===== src/sv/pssl_pkg.sv =====
// ----------------------------------------------------------------------------
// pssl_pkg: shared types and constants of the per-session request limiter
// Request and response payloads, configuration register indexes and reset
// values, and the command/status bundles between controller and datapath.
// ----------------------------------------------------------------------------
package pssl_pkg;

	localparam int SID_W      = 32;
	localparam int TIME_W     = 48;
	localparam int WIN_W      = 32;
	localparam int MAXREQ_W   = 5;
	localparam int CNT_OUT_W  = 5;
	localparam int CFG_DATA_W = 32;
	localparam int CFG_IDX_W  = 1;

	// configuration register indexes
	localparam logic [CFG_IDX_W-1:0] CFG_WINDOW_MS    = 1'b0;
	localparam logic [CFG_IDX_W-1:0] CFG_MAX_REQUESTS = 1'b1;

	// configuration reset values
	localparam logic [WIN_W-1:0]    WINDOW_RESET = 32'd60000;
	localparam logic [MAXREQ_W-1:0] MAXREQ_RESET = 5'd10;

	typedef struct packed {
		logic [SID_W-1:0]  session_id;
		logic [TIME_W-1:0] now_ms;
	} req_t;

	typedef struct packed {
		logic                 limited;
		logic                 table_full;
		logic [CNT_OUT_W-1:0] recent_count;
	} rsp_t;

	// controller to datapath
	typedef struct packed {
		logic load_req;   // capture the accepted request
		logic e_clr;      // entry counter to zero
		logic e_inc;      // entry counter advance
		logic j_clr;      // slot counter to zero, clear count and free search
		logic j_inc;      // slot counter advance
		logic mask_take;  // load live mask from the entry word
		logic mask_zero;  // empty live mask (entry taken over)
		logic upd_step;   // drop expired slot, count, look for free slot
		logic commit;     // write back entry and slot, load response
		logic res_full;   // load table-full response
	} cmd_t;

	// datapath to controller
	typedef struct packed {
		logic hit;     // current entry is used and holds the session
		logic used;    // current entry is used
		logic e_last;  // entry counter at last entry
		logic j_last;  // slot counter at last slot
		logic alive;   // current slot is live and not expired
	} sts_t;

endpackage


===== src/sv/pssl_ctrl.sv =====
// ----------------------------------------------------------------------------
// pssl_ctrl: request sequencer of the per-session limiter
// Walks a request through session match, entry allocation, slot update and
// write back, and owns the response valid flag.
// ----------------------------------------------------------------------------
module pssl_ctrl (
	input  logic           clk,
	input  logic           arst_n,
	input  logic           req_valid,
	output logic           req_ready,
	output logic           rsp_valid,
	input  logic           rsp_ready,
	input  pssl_pkg::sts_t sts,
	output pssl_pkg::cmd_t cmd
);

	typedef enum logic [6:0] {
		ST_IDLE    = 7'b0000001,
		ST_MATCH   = 7'b0000010,
		ST_ALLOC_E = 7'b0000100,
		ST_ALLOC_S = 7'b0001000,
		ST_UPD     = 7'b0010000,
		ST_COMMIT  = 7'b0100000,
		ST_FULL    = 7'b1000000
	} state_t;

	state_t state_q, state_d;
	logic   rsp_valid_q;
	logic   out_free;

	assign out_free  = !rsp_valid_q || rsp_ready;
	assign req_ready = (state_q == ST_IDLE);
	assign rsp_valid = rsp_valid_q;

	// next state and commands
	always_comb begin
		state_d = state_q;
		cmd     = '0;
		case (state_q)
			ST_IDLE: begin
				if (req_valid) begin
					cmd.load_req = 1'b1;
					cmd.e_clr    = 1'b1;
					state_d      = ST_MATCH;
				end
			end
			ST_MATCH: begin
				if (sts.hit) begin
					cmd.mask_take = 1'b1;
					cmd.j_clr     = 1'b1;
					state_d       = ST_UPD;
				end else if (sts.e_last) begin
					cmd.e_clr = 1'b1;
					state_d   = ST_ALLOC_E;
				end else begin
					cmd.e_inc = 1'b1;
				end
			end
			ST_ALLOC_E: begin
				cmd.j_clr = 1'b1;
				if (!sts.used) begin
					cmd.mask_zero = 1'b1;
					state_d       = ST_UPD;
				end else begin
					cmd.mask_take = 1'b1;
					state_d       = ST_ALLOC_S;
				end
			end
			ST_ALLOC_S: begin
				if (sts.alive) begin
					// entry still counts a request: try the next one
					if (sts.e_last) begin
						state_d = ST_FULL;
					end else begin
						cmd.e_inc = 1'b1;
						state_d   = ST_ALLOC_E;
					end
				end else if (sts.j_last) begin
					cmd.mask_zero = 1'b1;
					cmd.j_clr     = 1'b1;
					state_d       = ST_UPD;
				end else begin
					cmd.j_inc = 1'b1;
				end
			end
			ST_UPD: begin
				cmd.upd_step = 1'b1;
				if (sts.j_last) begin
					state_d = ST_COMMIT;
				end else begin
					cmd.j_inc = 1'b1;
				end
			end
			ST_COMMIT: begin
				if (out_free) begin
					cmd.commit = 1'b1;
					state_d    = ST_IDLE;
				end
			end
			ST_FULL: begin
				if (out_free) begin
					cmd.res_full = 1'b1;
					state_d      = ST_IDLE;
				end
			end
			default: begin
				state_d = ST_IDLE;
			end
		endcase
	end

	// state register
	always_ff @(posedge clk or negedge arst_n) begin
		if (!arst_n) begin
			state_q <= ST_IDLE;
		end else begin
			state_q <= state_d;
		end
	end

	// hold the response until its transfer
	always_ff @(posedge clk or negedge arst_n) begin
		if (!arst_n) begin
			rsp_valid_q <= 1'b0;
		end else if (cmd.commit || cmd.res_full) begin
			rsp_valid_q <= 1'b1;
		end else if (rsp_ready) begin
			rsp_valid_q <= 1'b0;
		end
	end

	a_rsp_from_finish: assert property (@(posedge clk) disable iff (!arst_n)
		$rose(rsp_valid_q) |-> $past(state_q == ST_COMMIT || state_q == ST_FULL))
		else $error("response raised outside a finishing state");

endmodule


===== config.mk =====
export PLATFORM = sky130hd
export DESIGN_NAME = pssl_ctrl
export DESIGN_NICKNAME = d
export VERILOG_FILES = /design/src/sv/pssl_pkg.sv /design/src/sv/pssl_ctrl.sv
export SDC_FILE = /design/constraint.sdc
export NUM_CORES = 1
export LEC_CHECK = 0
export ABC_AREA = 1
export BUFFER_PORTS_ARGS = -buffer_cell sky130_fd_sc_hd__buf_2
export CORE_MARGIN = 2
export CORE_UTILIZATION = 48
export DETAILED_ROUTE_END_ITERATION = 8
export PLACE_DENSITY = 0.84
export SYNTH_ARGS = -nofsm -noshare
export SYNTH_HDL_FRONTEND = slang
export SYNTH_SLANG_ARGS = --single-unit

===== constraint.sdc =====
create_clock -name clk -period 1.7 [get_ports clk]
set_input_delay 0.255 -clock clk [delete_from_list [all_inputs] [get_ports clk]]
set_output_delay 0.255 -clock clk [all_outputs]
set_load 0.02 [all_outputs]

* Word level (Yosys, flattened, before mapping)
Index checks and enable logic that the tools add are counted.
Cells by class: add/sub/neg operators 0, multiply operators 0, divide/modulo/power cells 0, $lt $le $gt $ge 0, eq/ne operators 12, shift-type cells 0, mux-type cells 35, bitwise gates (word level) 0, reductions and logical operators 6
Operators with widths (number):
- two-way mux 7 bit | 8
- one-hot mux 7 bit (6 select lines) | 1
- two-way mux 1 bit | 16
- one-hot mux 1 bit (2 select lines) | 5
- == test 7 x 1 -> 1 bit, second input constant | 1
- == test 7 x 2 -> 1 bit, second input constant | 1
- == test 7 x 3 -> 1 bit, second input constant | 1
- == test 7 x 4 -> 1 bit, second input constant | 1
- == test 7 x 5 -> 1 bit, second input constant | 1
- == test 7 x 6 -> 1 bit, second input constant | 1
- == test 7 bit, second input constant | 1
- two-way mux 2 bit | 3
- != test 3 bit, second input constant | 2
- two-way mux 5 bit | 1
- AND reduction 5 bit | 1
- != test 2 bit, second input constant | 2
- one-hot mux 1 bit (3 select lines) | 1
- logical OR 1 bit | 2
- != test 2 x 1 -> 1 bit, second input constant | 1
- nonzero test 2 bit | 1
- OR reduction 2 bit | 1
- logical NOT 1 bit | 1
Storage, ports and cells: bits in registers 8, latch bits 0, RAM bits 0, memory bits (read-only) 0, input bits 9, output and inout port bits 12, logic and storage cells 55, memories 0

* Longest topological paths before layout
word-level depth 6, gate-level depth with buffers 9, gate-level depth less buffers 9

* Worst setup path before layout
Ideal clock, no wire load.
kind flip-flop to output port, start point register state_q[5], end point output cmd[8] (netlist bit), arrival 1.394 ns, required time 1.445 ns, setup slack 0.051 ns, stages on the path, launching flop included 6, buffers on the path 0, path through dfrtp_1 -> inv_1 -> nand2_2 -> nor2_4 -> nand2_1 -> o31ai_1
RTL lines:
- start: declaration | RTL line pssl_ctrl.sv:27 | state_t state_q, state_d;
- start signal: assignment | RTL line pssl_ctrl.sv:117 | state_q <= state_d;
- end: declaration | RTL line pssl_ctrl.sv:14 | output pssl_pkg::cmd_t cmd

==> run_results.csv <==
group,metric,value,unit
outcome,outcome,"finished with violations",
outcome,failed_checks,"negative setup slack",
drt,wirelength,3322,um
sta,min_period,1.810,ns
cells_and_area,utilization,87.93,%
cells_and_area,fin_area,0.001130,mm2
cells_and_area,layout.nets,158,
global_routing,grt_pass1_wl,3657,um
yosys,netlist_top_cells_area,"dfrtp_1, nand2_1, nand3_1",
drt,drcViolationCount,0,
yosys,synthesis.nets,111,
power,switchingPower,760.0,uW
cells_and_area,final_common_cell,"buf_4",
cts,clk_path_buf_depth,2,
critical_path,cp-start-kind,"flip-flop",
cells_and_area,n_fill_cell,57,
power,pwr-share-seq,18.4,%
yosys,synth.avg_cell_area,6.379,um2
cts,clkTransAtPathRegs,0.07,ns
power,p_leak,0.6632,nW
cts,cts_sinks,8,
yosys,yosys.area.top_type,"dfrtp_1",
critical_path,critPathKind,"flip-flop to output port",
yosys,ys_seq_elements,8,
cells_and_area,areaGrowthSynthToFinish,73.65,%
global_routing,grt_overflow,0,
sta,report.final.slew_viol_count,0,
cells_and_area,final_cell_mix,"buf_4, nand2_1, inv_1, nand3_1, buf_2",
global_routing,first_global_vias,787,
cells_and_area,multi_input_area,467.9,um2
drt,ant_nets,0,
cts,worstSkewPairLatency,0.27,ns
floorplan,dieArea,0.001666,mm2
cts,cts_htree_levels,1,
drt,drtPass1Iterations,4,
cells_and_area,drive_above_1_share,57.43,%
hold_path,min_path_type,"input pin to flip-flop",
flow_run,maxCapViolations,0,
placed_design,dp_hpwl,1240,um
floorplan,start_util,50.63,%
drt,drt-initial-drc-count,98,
sta,fin_tns_setup,-0.7124,ns
sta,setup_viol,10,
cells_and_area,n_antenna_cell,0,
floorplan,die_x,40.82,um
placed_design,io_buffers,20,
yosys,synth_warnings,0,
sta,worstMarginPinSlew,0.3904,ns
yosys,ys_seq_area_share,30.96,%
critical_path,arrival,1.55,ns
sta,fin_crit_sh,106.5,%
drt,routed_via_density,6.000,
global_routing,grt_max_degree,9,
sta,skew,0.008311,ns
critical_path,critPathCaptureType,"output port",
cts,cts_tree,"yes",
yosys,synthCells,102,
placed_design,place_congestion,0.8641,
drt,wire_per_inst,20.38,um
critical_path,cp.required,1.44,ns
yosys,yosysTopAreaCellShare,26.92,%
sta,setup_ws,-0.1098,ns
sta,rsz0062_at_grt,"true",
power,p_sw_share,49.98,%
cts,cts_made_buffers,3,
yosys,netlist_area,650.6,um2
cts,cts_root_buf,"clkbuf_4",
power,p_comb_share,69.9,%
cells_and_area,register_area,201.4,um2
placed_design,post_dp_cell_area,769.5,um2
drt,via_count,978,
power,powerDensity,1346,mW/mm2
floorplan,rows,13,
floorplan,io_pins,21,
yosys,ys_types,15,
placed_design,dp_slack,0.1065,ns
critical_path,cp_max_fo,6,
sta,relSlewSlack,73.88,%
global_routing,grt.total_usage,35.34,%
power,intPower,760.5,uW
sta,hold_viol,0,
power,peakVddDrop,817.5,uV
floorplan,die_h,40.82,um
power,power_frac_clock,11.7,%
placed_design,dp_cells,137,
sta,max_clock_freq,0.5525,GHz
floorplan,core_area,0.001285,mm2
cells_and_area,final_cells,163,
global_routing,antenna_found_initial,0,
-- per-layer routing --
metal | share of wire (%) | global-route usage [%]
met1 | 35 | 44.59
met2 | 45 | 58.20
met3 | 12 | 5.978
met4 | 7.6 | 15.83
met5 | 0 | 0
-- worst paths after layout --
| path | startpoint | slack (ns) | endpoint | cells past startpoint |
|---|---|---|---|---|
| worst max-delay path | state_q[6] | -0.11 | cmd[9] | 8 |
| worst min-delay path | sts[2] | 0.28 | state_q[6] | 3 |
| worst max register to register | state_q[6] | -0.02 | state_q[0] | 13 |
| worst min register to register | state_q[6] | 0.70 | state_q[6] | 3 |
| max in group asynchronous | arst_n | 1.09 | state_q[0] | 2 |
| min in group asynchronous | arst_n | 0.35 | rsp_valid | 2 |
-- timing repair --
action	in CTS	in global routing
resized for setup	21	23
endpoints found under the setup margin	8	11
pin swaps	6	10
setup buffers	14	7
endpoints found under the hold margin	7	0
hold buffers	1	0
-- cell families after synthesis --
logic type,Yosys count,synth area share [%]
buffers and inverters,21,12.12
AOI/OAI and AO/OA,2,2.501
DFF,8,30.96
and+or+nand+nor,71,54.42
-- state kept, by name, summed over array words and instances, names as in the netlist --
| signal | flops |
|---|---|
| rsp_valid | 1 |
| state_q | 7 |
-- Yosys cell counts --
cell type  instances
o21ai_2            1
nand2_2            6
nor2_2             1
o31ai_1            1
inv_1             14
nand3_1           15
nand2_4            2
nand3_2            3
or2_1              1
dfrtp_1            7
nor2_1            16
nand2_1           25
dfstp_2            1
nor2_4             2
inv_2              7
-- final cells by class --
class / instances / area share (%)
clock buffers: 4 / 2.326
inverters: 21 / 7.198
multi-input cells: 73 / 41.42
flip-flops and latches: 8 / 17.83
well taps: 15 / 1.661
repair buffers: 42 / 29.57
-- power groups by stage --
stage	Sequential [mW]	Combinational, mW	Clock [mW]
CTS	0.274	0.790	0.164
floorplan	0.277	0.453	0
global placement	0.276	0.592	0
finish	0.280	1.06	0.178
global route	0.285	1.11	0.183
detailed placement	0.277	0.609	0
-- worst max-delay path: stages (launching register included) --
cell and delay [ns]:
dfrtp_1 0.42, inv_2 0.08, nand2_2 0.06, nor2_4 0.10, buf_12 0.14, nand2_4 0.07, nor2_4 0.13, buf_4 0.12
buf_2 0.16
-- per-stage QoR --
step	hold WS [ns]	power, mW
2_1_floorplan	-0.04059	0.7304
3_3_place_gp	0.1056	0.8680
3_5_place_dp	0.1065	0.8860
4_1_cts	0.2347	1.228
5_1_grt	0.2706	1.582
6_report	0.2825	1.521
No activity file was read; power rests on OpenSTA's default activity.
